File: src/edf_pkg.sv
// Shared types and field widths for the EDF tick scheduler.
// No dependencies.
`default_nettype none

package edf_pkg;

  localparam int unsigned WorkW  = 16;
  localparam int unsigned DlW    = 32;
  localparam int unsigned TaskIw = 4;
  localparam int unsigned MissW  = 16;
  localparam int unsigned CntW   = 5;

  typedef struct packed {
    logic [15:0] rel_deadline;
    logic [15:0] period;
    logic [15:0] exec_time;
  } task_cfg_t;

  typedef struct packed {
    logic [15:0]      phase;
    logic [DlW-1:0]   abs_dl;
    logic [WorkW-1:0] work;
  } task_run_t;

endpackage

`default_nettype wire

File: src/edf_ram.sv
// Generic single-write, single-read RAM with registered read data.
// No dependencies.
`default_nettype none

module edf_ram #(
  parameter int unsigned WIDTH = 8,
  parameter int unsigned DEPTH = 16
) (
  input  wire logic                                   clk_i,
  input  wire logic                                   we_i,
  input  wire logic [(DEPTH > 1 ? $clog2(DEPTH) : 1)-1:0] waddr_i,
  input  wire logic [WIDTH-1:0]                       wdata_i,
  input  wire logic [(DEPTH > 1 ? $clog2(DEPTH) : 1)-1:0] raddr_i,
  output logic      [WIDTH-1:0]                       rdata_o
);

  logic [WIDTH-1:0] mem_q [DEPTH];

  always_ff @(posedge clk_i) begin
    if (we_i) begin
      mem_q[waddr_i] <= wdata_i;
    end
    rdata_o <= mem_q[raddr_i];
  end

endmodule

`default_nettype wire

File: src/edf_tick_scheduler_top.sv
// EDF tick scheduler top level: sequencer, per-slot scan unit, output register.
// Depends on edf_pkg and edf_ram.
// A load beat is taken while idle. A tick beat scans all MAX_TASKS slots, one per
// cycle through the single read port of the slot RAMs, then the result register is
// loaded as the sequencer returns to idle for the next beat; a held result stalls the last step.
// Reset clears time, task count and all slot state via per-slot valid flags; no clear pass.
`default_nettype none

module edf_tick_scheduler_top
  import edf_pkg::*;
#(
  parameter int unsigned MAX_TASKS = 16,
  parameter int unsigned TIME_BITS = 16
) (
  input  wire logic             clk_i,
  input  wire logic             rst_ni,
  input  wire logic             cfg_we_i,
  input  wire logic [CntW-1:0]  cfg_wdata_i,
  input  wire logic             s_axis_tvalid,
  output logic                  s_axis_tready,
  // task_index[3:0], exec_time[19:4], period[35:20], rel_deadline[51:36], zero pad
  input  wire logic [55:0]      s_axis_tdata,
  // kind[0]
  input  wire logic             s_axis_tuser,
  output logic                  m_axis_tvalid,
  input  wire logic             m_axis_tready,
  // time_now[31:0], running_task[35:32], running_deadline[67:36], miss_mask[83:68]
  output logic [87:0]           m_axis_tdata,
  // idle[0]
  output logic                  m_axis_tuser
);

  localparam int unsigned IW   = (MAX_TASKS > 1) ? $clog2(MAX_TASKS) : 1;
  localparam int unsigned CNTW = $clog2(MAX_TASKS + 1);

  localparam logic [1:0] ST_IDLE = 2'd0;
  localparam logic [1:0] ST_SCAN = 2'd1;
  localparam logic [1:0] ST_FIX  = 2'd2;

  localparam logic KIND_LOAD = 1'b0;

  logic [1:0]           state_q, state_d;
  logic [CNTW-1:0]      cnt_q, cnt_d;
  logic [TIME_BITS-1:0] t_q, t_d;
  logic [CntW-1:0]      task_count_q;
  logic [MAX_TASKS-1:0] cfg_vld_q, cfg_vld_d;
  logic [MAX_TASKS-1:0] run_vld_q, run_vld_d;
  logic                 found_q, found_d;
  logic [IW-1:0]        pick_q, pick_d;
  logic [DlW-1:0]       best_abs_q, best_abs_d;
  logic [WorkW-1:0]     best_work_q, best_work_d;
  logic [15:0]          best_phase_q, best_phase_d;
  logic [MissW-1:0]     miss_q, miss_d;

  logic                 out_vld_q;
  logic [31:0]          out_time_q;
  logic                 out_idle_q;
  logic [TaskIw-1:0]    out_task_q;
  logic [DlW-1:0]       out_dl_q;
  logic [MissW-1:0]     out_miss_q;

  logic                 in_fire, out_free, fix_done, proc;
  logic [CNTW-1:0]      cnt_m1;
  logic [IW-1:0]        pi, rd_addr, ld_addr, run_waddr;
  logic [31:0]          pi32, ti32, t32;
  logic [TIME_BITS-1:0] t_next;
  logic                 ld_ok, rel, act;
  task_cfg_t            ld_cfg, cfg_rd, c_cfg;
  task_run_t            run_rd, c_run, run_new, run_wdata;
  logic                 run_we;
  logic [16:0]          phase_inc;
  logic [15:0]          phase_next;

  assign in_fire  = s_axis_tvalid && s_axis_tready;
  assign out_free = !out_vld_q || m_axis_tready;
  assign fix_done = (state_q == ST_FIX) && out_free;
  assign proc     = (state_q == ST_SCAN) && (cnt_q != '0);

  assign cnt_m1  = cnt_q - CNTW'(1);
  assign pi      = cnt_m1[IW-1:0];
  assign pi32    = 32'(pi);
  assign act     = pi32 < 32'(task_count_q);
  assign rd_addr = (cnt_q < CNTW'(MAX_TASKS)) ? cnt_q[IW-1:0] : '0;
  assign ti32    = 32'(s_axis_tdata[3:0]);
  assign ld_addr = ti32[IW-1:0];
  assign ld_ok   = ti32 < 32'(MAX_TASKS);
  assign t32     = 32'(t_q);
  assign t_next  = t_q + TIME_BITS'(1);

  assign ld_cfg.exec_time    = s_axis_tdata[19:4];
  assign ld_cfg.period       = s_axis_tdata[35:20];
  assign ld_cfg.rel_deadline = s_axis_tdata[51:36];

  edf_ram #(.WIDTH($bits(task_cfg_t)), .DEPTH(MAX_TASKS)) u_cfg_ram (
    .clk_i   (clk_i),
    .we_i    (in_fire && (s_axis_tuser == KIND_LOAD) && ld_ok),
    .waddr_i (ld_addr),
    .wdata_i (ld_cfg),
    .raddr_i (rd_addr),
    .rdata_o (cfg_rd)
  );

  edf_ram #(.WIDTH($bits(task_run_t)), .DEPTH(MAX_TASKS)) u_run_ram (
    .clk_i   (clk_i),
    .we_i    (run_we),
    .waddr_i (run_waddr),
    .wdata_i (run_wdata),
    .raddr_i (rd_addr),
    .rdata_o (run_rd)
  );

  // per-slot release check, phase step and next run state
  always_comb begin
    c_cfg = cfg_vld_q[pi] ? cfg_rd : '0;
    c_run = run_vld_q[pi] ? run_rd : '0;
    rel   = act && (c_cfg.period != '0) && (c_run.phase == '0);
    phase_inc = {1'b0, c_run.phase} + 17'd1;
    if ((t_next == '0) || (c_cfg.period == '0)) begin
      phase_next = '0;
    end else if (phase_inc >= {1'b0, c_cfg.period}) begin
      phase_next = '0;
    end else begin
      phase_next = phase_inc[15:0];
    end
    run_new.phase  = phase_next;
    run_new.work   = rel ? c_cfg.exec_time : c_run.work;
    run_new.abs_dl = rel ? (t32 + {16'b0, c_cfg.rel_deadline}) : c_run.abs_dl;
  end

  always_comb begin
    run_we    = 1'b0;
    run_waddr = pi;
    run_wdata = run_new;
    if (proc) begin
      run_we = 1'b1;
    end else if (fix_done && found_q) begin
      run_we           = 1'b1;
      run_waddr        = pick_q;
      run_wdata.phase  = best_phase_q;
      run_wdata.abs_dl = best_abs_q;
      run_wdata.work   = best_work_q - WorkW'(1);
    end
  end

  always_comb begin
    state_d      = state_q;
    cnt_d        = cnt_q;
    t_d          = t_q;
    cfg_vld_d    = cfg_vld_q;
    run_vld_d    = run_vld_q;
    found_d      = found_q;
    pick_d       = pick_q;
    best_abs_d   = best_abs_q;
    best_work_d  = best_work_q;
    best_phase_d = best_phase_q;
    miss_d       = miss_q;
    case (state_q)
      ST_IDLE: begin
        if (in_fire) begin
          if (s_axis_tuser == KIND_LOAD) begin
            if (ld_ok) begin
              cfg_vld_d[ld_addr] = 1'b1;
            end
            run_vld_d = '0;
            t_d       = '0;
          end else begin
            state_d = ST_SCAN;
            cnt_d   = '0;
            found_d = 1'b0;
            miss_d  = '0;
          end
        end
      end
      ST_SCAN: begin
        cnt_d = cnt_q + CNTW'(1);
        if (proc) begin
          run_vld_d[pi] = 1'b1;
          if (rel && (c_run.work != '0) && (t_q != '0) && (pi32 < 32'(MissW))) begin
            miss_d[pi32[3:0]] = 1'b1;
          end
          if (act && (run_new.work != '0) &&
              (!found_q || (run_new.abs_dl < best_abs_q))) begin
            found_d      = 1'b1;
            pick_d       = pi;
            best_abs_d   = run_new.abs_dl;
            best_work_d  = run_new.work;
            best_phase_d = run_new.phase;
          end
          if (cnt_q == CNTW'(MAX_TASKS)) begin
            state_d = ST_FIX;
          end
        end
      end
      ST_FIX: begin
        if (out_free) begin
          state_d = ST_IDLE;
          t_d     = t_next;
        end
      end
      default: state_d = ST_IDLE;
    endcase
  end

  always_ff @(posedge clk_i or negedge rst_ni) begin
    if (!rst_ni) begin
      state_q      <= ST_IDLE;
      cnt_q        <= '0;
      t_q          <= '0;
      task_count_q <= '0;
      cfg_vld_q    <= '0;
      run_vld_q    <= '0;
      found_q      <= 1'b0;
      pick_q       <= '0;
      miss_q       <= '0;
      out_vld_q    <= 1'b0;
    end else begin
      state_q   <= state_d;
      cnt_q     <= cnt_d;
      t_q       <= t_d;
      cfg_vld_q <= cfg_vld_d;
      run_vld_q <= run_vld_d;
      found_q   <= found_d;
      pick_q    <= pick_d;
      miss_q    <= miss_d;
      if (cfg_we_i) begin
        task_count_q <= cfg_wdata_i;
      end
      if (fix_done) begin
        out_vld_q <= 1'b1;
      end else if (m_axis_tready) begin
        out_vld_q <= 1'b0;
      end
    end
  end

  always_ff @(posedge clk_i) begin
    best_abs_q   <= best_abs_d;
    best_work_q  <= best_work_d;
    best_phase_q <= best_phase_d;
    if (fix_done) begin
      out_time_q <= t32;
      out_idle_q <= !found_q;
      out_miss_q <= miss_q;
      if (found_q) begin
        out_task_q <= TaskIw'(32'(pick_q));
        out_dl_q   <= best_abs_q;
      end else begin
        out_task_q <= '0;
        out_dl_q   <= '0;
      end
    end
  end

  assign s_axis_tready = (state_q == ST_IDLE);
  assign m_axis_tvalid = out_vld_q;
  assign m_axis_tuser  = out_idle_q;
  assign m_axis_tdata  = {4'b0, out_miss_q, out_dl_q, out_task_q, out_time_q};

  a_rose_after_fix: assert property (@(posedge clk_i) disable iff (!rst_ni)
    $rose(m_axis_tvalid) |-> $past(state_q == ST_FIX))
    else $error("result appeared without a finished scan");

  a_cnt_bound: assert property (@(posedge clk_i) disable iff (!rst_ni)
    (state_q == ST_SCAN) |-> (cnt_q <= CNTW'(MAX_TASKS)))
    else $error("scan counter past last slot");

  a_idle_fields: assert property (@(posedge clk_i) disable iff (!rst_ni)
    (m_axis_tvalid && m_axis_tuser) |-> (m_axis_tdata[67:32] == '0))
    else $error("idle result carries a task or deadline");

  a_time_step: assert property (@(posedge clk_i) disable iff (!rst_ni)
    $past(fix_done) |-> (t_q == $past(t_next)))
    else $error("time did not advance by one tick");

endmodule

`default_nettype wire
File: config.mk
export PLATFORM = sky130hd
export DESIGN_NAME = edf_tick_scheduler_top
export DESIGN_NICKNAME = d
export VERILOG_FILES = /design/src/edf_pkg.sv /design/src/edf_ram.sv /design/src/edf_tick_scheduler_top.sv
export SDC_FILE = /design/constraint.sdc
export NUM_CORES = 2
export LEC_CHECK = 0
export BUFFER_PORTS_ARGS = -buffer_cell sky130_fd_sc_hd__buf_2
export CAP_MARGIN = 30
export CORE_MARGIN = 4
export CORE_UTILIZATION = 35
export DETAILED_ROUTE_END_ITERATION = 12
export MAX_ROUTING_LAYER = met4
export SYNTH_ARGS = -nofsm -noshare
export SYNTH_HDL_FRONTEND = slang
export SYNTH_SLANG_ARGS = --single-unit
File: constraint.sdc
create_clock -name clk_i -period 11.1 [get_ports clk_i]
set_clock_uncertainty 0.15 [all_clocks]
set_input_delay 1.11 -clock clk_i [delete_from_list [all_inputs] [get_ports clk_i]]
set_output_delay 1.11 -clock clk_i [all_outputs]
set_load 0.01 [all_outputs]
### Word-level counts from Yosys, hierarchy flattened

Memories as Yosys holds them, arrays and structs flattened. A register that Yosys moved wholly into a read port is not among the register bits.
Index checks and enable logic that the tools add are counted.

| word-level totals | value |
|---|---|
| flip-flop bits (word level) | 215 |
| bits in latches | 0 |
| RAM bits | 1792 |
| memory bits (read-only) | 0 |
| input port bits | 67 |
| output and inout bits | 91 |
| logic and storage cells | 143 |
| memories kept | 2 |

Memory list:

| name | depth | width | rd ports | clocked after Yosys merged registers in | wr ports | line | text |
|---|---|---|---|---|---|---|---|
| u_run_ram.mem_q | 16 | 64 | 1 | 1 | 1 | edf_ram.sv:17 | `logic [WIDTH-1:0] mem_q [DEPTH];` |
| u_cfg_ram.mem_q | 16 | 48 | 1 | 1 | 1 | edf_ram.sv:17 |  |

| operators by class | value |
|---|---|
| add/sub/neg operators | 6 |
| multipliers | 0 |
| divide/modulo/power cells | 0 |
| $lt $le $gt $ge | 10 |
| equality and inequality tests | 11 |
| shifts and indexed selects | 0 |
| mux-type cells | 52 |
| bitwise gates (word level) | 4 |
| reductions and logical operators | 40 |

Operators with widths:

| kind | count |
|---|---|
| $mux W64 | 3 |
| $mux W16 | 11 |
| $pmux W16 S2 | 3 |
| $reduce_bool A16 Y1 | 4 |
| $logic_not A16 Y1 | 3 |
| $mux W48 | 1 |
| $or A16 B16 Y16 | 3 |
| $lt A32 B32 Y1 | 1 |
| $mux W32 | 1 |
| $lt A4 B5 Y1 const B | 4 |
| $add A16 B1 Y17 const B | 1 |
| $add A16 B16 Y17 | 1 |
| $ge A17 B16 Y1 | 1 |
| $add A16 B1 Y16 const B | 1 |
| $mux W1 | 16 |
| $sub A16 B1 Y16 const B | 1 |
| $logic_and A1 B1 Y1 | 15 |
| $reduce_and A5 Y1 | 3 |
| $mux W4 | 3 |
| $reduce_and A4 Y1 | 3 |
| $mux W2 | 5 |
| $mux W5 | 2 |
| $ne A2 B1 Y1 const B | 5 |
| $pmux W5 S2 | 1 |
| 20 further kinds | 31 |

### Depth between registers and ports, before layout

| depth | value |
|---|---|
| word-level depth | 14 |
| depth in mapped cells | 30 |
| depth with buffers taken out | 24 |

### Modules after synthesis

From an unflattened synthesis, not the netlist that was laid out.

| second synthesis, totals | value |
|---|---|
| cells, all modules | 4171 |
| area, all modules | 81892.3 um^2 |

By module, submodules not included:

| module | instances | cells each | area an instance (um^2) | sequential area each (um^2) |
|---|---|---|---|---|
| edf_ram at u_run_ram | 1 | 1647 | 39581.7 | 32030.7 |
| edf_ram at u_cfg_ram | 1 | 1242 | 29691.0 | 24023.0 |
| edf_tick_scheduler_top | 1 | 1282 | 12619.6 | 6045.8 |

### Worst setup path before layout

OpenSTA, ideal clock, no wires.

| timing | value |
|---|---|
| path type | reg2reg |
| start point | register cnt_q[0] |
| end point | register pick_q[2] |
| setup time | 0.128 ns |
| arrival | 8.174 ns |
| data required time | 10.822 ns |
| slack | 2.648 ns |
| stages on the path, launching flop included | 31 |
| buffers on the path | 6 |
| period minus slack after synthesis | 8.452 ns |
| cell sequence | dfrtp_1 -> buf_4 -> buf_4 -> inv_1 -> clkbuf_1 -> clkbuf_1 -> ha_1 -> clkbuf_1 -> mux4_2 -> mux2i_1 -> mux2i_4 -> clkbuf_1 -> and2_1 -> ha_1 -> fa_1 -> a211oi_1 -> o21a_1 -> nor4_1 -> o41ai_1 -> a21oi_1 -> o211ai_1 -> nand3_1 -> ha_1 -> a21o_1 -> a21o_1 -> a21oi_1 -> o21ai_0 -> a31oi_1 -> nand4_1 -> nor3_4 -> mux2_1 |

RTL lines:

| element | line | text |
|---|---|---|
| from (decl) | edf_tick_scheduler_top.sv:43 | `logic [CNTW-1:0] cnt_q, cnt_d;` |
| from (signal assigned) | edf_tick_scheduler_top.sv:218 | `cnt_q <= cnt_d;` |
| to (signal assigned) | edf_tick_scheduler_top.sv:223 | `pick_q <= pick_d;` |
| to (decl) | edf_tick_scheduler_top.sv:49 | `logic [IW-1:0] pick_q, pick_d;` |

==> run_results.csv <==
group,metric,value,unit
global_route,grt-ovfl-total,0,
setup_path,critPathMaxFanout,51,
cts,cts_max_path_buffers,3,
sta,hold_viol_final,0,
drt,wirelength,236700,um
place,portBuffers,133,
drt,drc,0,
setup_path,reg2reg_depth,26,
sta,fin_crit,8.741,ns
cts,htree_num_levels,4,
yosys,ys_async_sr_fraction,3.870,%
place,place_hpwl,128300,um
global_route,grt_max_degree,157,
yosys,syn_avg_cell_area,15.09,um2
die,die-height,502.2,um
yosys,post-synth-top-count-cell,"edfxtp_1",
die,ios,158,
sta,slew_headroom,27.64,%
setup_path,start_kind,"flip-flop",
die,core-area,243200,um2
setup_path,endpoint_kind,"flip-flop",
yosys,ys_types,70,
die,die_w,502.2,um
finish,drive_gt1_share,18.18,%
yosys,netlist.top_cell.by_area,"edfxtp_1",
die,initial_core_util,35.15,%
finish,layout-area-overhead-vs-synth,14.84,%
cts,path_clk_slew,0.06,ns
run_status,status,"finished, final reports clean",
min_path,hold-path-endpoint,"out_miss_q[8]",
setup_path,crit_start,"cnt_q[1]",
yosys,syn_area,85500,um2
min_path,hp-start,"miss_q[8]",
setup_path,r2r_slack,2.36,ns
sta,fin_crit_sh,78.75,%
drt,drt-wirelength-per-cell,25.66,um
finish,fill_cells,22077,
cts,cts_inserted_buffers,211,
flow_run,cap_violations,0,
sta,worstMarginPinSlew,1.085,ns
drt,postRouteAntennaNets,0,
sta,holdWs,0.3093,ns
power,power_leakage,33.73,nW
setup_path,worstPathRequired,11.68,ns
min_path,min_path_cells,0,
yosys,synthesis.instances,5667,
die,die_area,252300,um2
yosys,ys.flop_type,"edfxtp_1",
cts,cts_tree,"built",
power,p_per_area,333.0,nW/um2
die,rows,181,
global_route,grt_usage,18.80,%
place,postPlaceCellArea,90690,um2
cts,cts_resized,0,
sta,max_freq,0.1144,GHz
drt,drtIter0Drc,5844,
yosys,synth_seq_cells,2119,
finish,final_nets,5958,
drt,vias,50954,
setup_path,r2r-start,"cnt_q[1]",
sta,maxSlewViolCount,0,
cts,clock_latency,0.85,ns
drt,first_pass_iters,6,
sta,final-setup-viol-count,0,
finish,final_util,40.37,%
yosys,yosysSeqAreaShare,72.63,%
yosys,synth_edf_count,1925,
yosys,ys_warn_count,0,
global_route,grt_pass1_wl,343200,um
yosys,synthTopCellsByCount,"edfxtp_1 (1925), o21ai_0 (512), a21oi_1 (501)",
power,power,32.69,mW
sta,final.setup.tns,0,ns
sta,rsz0062_at_grt,"false",
cts,clock-sinks,2119,
global_route,antenna_found_initial,35,
setup_path,worstPathArrival,9.32,ns
cts,cts-root-buf,"clkbuf_16",
global_route,grt_pass1_vias,49744,
setup_path,r2r-end,"pick_q[3]",
min_path,hp-class,"reg -> reg",
finish,fin_area,98180,um2
drt,vias_per_cell,5.523,
yosys,synth_top_area_share,67.61,%
setup_path,path_class,"reg -> reg",
power,peakVddDrop,294.7,uV
yosys,synth_area_leaders,"edfxtp_1 (68%), mux2_2 (4.6%), mux2i_1 (4.1%)",
place,gp_congestion,0.8532,
==> worst max-delay path by stage <==
stage / to / slack, ns / cells past startpoint
global placement: pick_q[3] / 2.06 / 25
detailed placement: pick_q[3] / 2.44 / 26
finish: pick_q[3] / 2.36 / 26
global route: pick_q[3] / 1.89 / 26
CTS: pick_q[3] / 2.42 / 26
floorplan: pick_q[2] / 2.65 / 30
==> registers in the layout, summed over array words and instances (netlist names), 32 cells and up <==
signal             count
best_abs_q            32
out_dl_q              32
u_cfg_ram.mem_q      768
u_cfg_ram.rdata_o     48
u_run_ram.mem_q     1024
u_run_ram.rdata_o     64
==> metrics by stage <==
| stage | worst slack [ns] | std cells |
|---|---|---|
| final | 2.359 | 9226 |
| after global routing | 1.891 | 9226 |
| after CTS | 2.417 | 9188 |
| after detailed placement | 2.435 | 8786 |
| after global placement | 2.057 | 8753 |
| after floorplan | 2.648 | 5686 |
==> kinds of logic (layout without fill, tap and decap cells) <==
kind of cell             count (synthesis)  after routing  synth area share (%)
AO/OA/AOI/OAI                         1476           1476                 10.39
XOR/XNOR                                49             49                0.5458
adder cells (fa/ha/maj)                 77             77                 1.136
buffers and inverters                  476            792                 2.207
flip-flops                            2119           2119                 72.63
multiplexers                           707            707                 8.933
other                                    1             42              0.004386
AND/OR/NAND/NOR                        762            762                 4.155
==> final cells by class <==
type | count | area (um2) | share of cell area, %
Clock buffer | 288 | 5966 | 6.076
Tap cell | 3202 | 4006 | 4.080
Multi-Input combinational cell | 3091 | 21880 | 22.28
Clock inverter | 113 | 1206 | 1.228
Sequential cell | 2119 | 62110 | 63.26
Timing Repair Buffer | 322 | 2688 | 2.737
Antenna cell | 22 | 55.05 | 0.05607
Inverter | 69 | 269.0 | 0.2740
==> worst max-delay path: stages, from the launching register on <==
cell      delay (ns)
dfrtp_4         0.85
inv_1           0.28
ha_1            0.78
mux4_2          0.42
mux2i_1         0.29
mux2i_4         0.12
buf_4           0.32
and2_1          0.28
fa_1            0.43
a211oi_1        0.43
o21a_1          0.24
nor4_1          0.10
o41ai_1         0.63
a21oi_1         0.17
o211ai_1        0.21
nand3_1         0.21
ha_1            0.24
a21o_1          0.17
a21o_1          0.17
a21oi_1         0.15
o21ai_0         0.10
a31oi_1         0.24
nand4_1         0.19
nor3_4          0.48
buf_16          0.23
buf_4           0.30
mux2_1          0.35
==> what timing repair did <==
action	CTS	global route
setup buffers	0	0
hold buffers	1	0
hold endpoints to repair	15	0
==> power breakdown <==
part / switching (mW) / total (mW) / internal, mW / leakage [nW]
registers: 0.835 / 13.1 / 12.2 / 19.6
logic: 8.46 / 12.3 / 3.87 / 10.6
clock network: 3.09 / 7.30 / 4.20 / 3.52
==> routing by layer <==
| layer | global-route usage, % | vias up | share of wire, % |
|---|---|---|---|
| met5 | - | - | 0 |
| met4 | 4.704 | 0 | 2.3 |
| met3 | 3.288 | 327 | 7.9 |
| met2 | 28.72 | 2113 | 46 |
| met1 | 26.13 | 26058 | 44 |
| li1 | - | 22456 | - |
==> layout by cell type (no fill, tap or decap), types with 112 or more instances in the layout <==
cell       count
nor2_1       134
a22oi_1      112
clkbuf_16    216
nand2_1      244
o21ai_0      512
a221oi_1     112
dfxtp_1      112
o221ai_1     112
edfxtp_1    1925
mux2i_1      345
buf_4        154
mux2_2       348
nand3_1      179
a21oi_1      501
buf_2        132
Note: power is estimated with default switching activity, not from simulation.
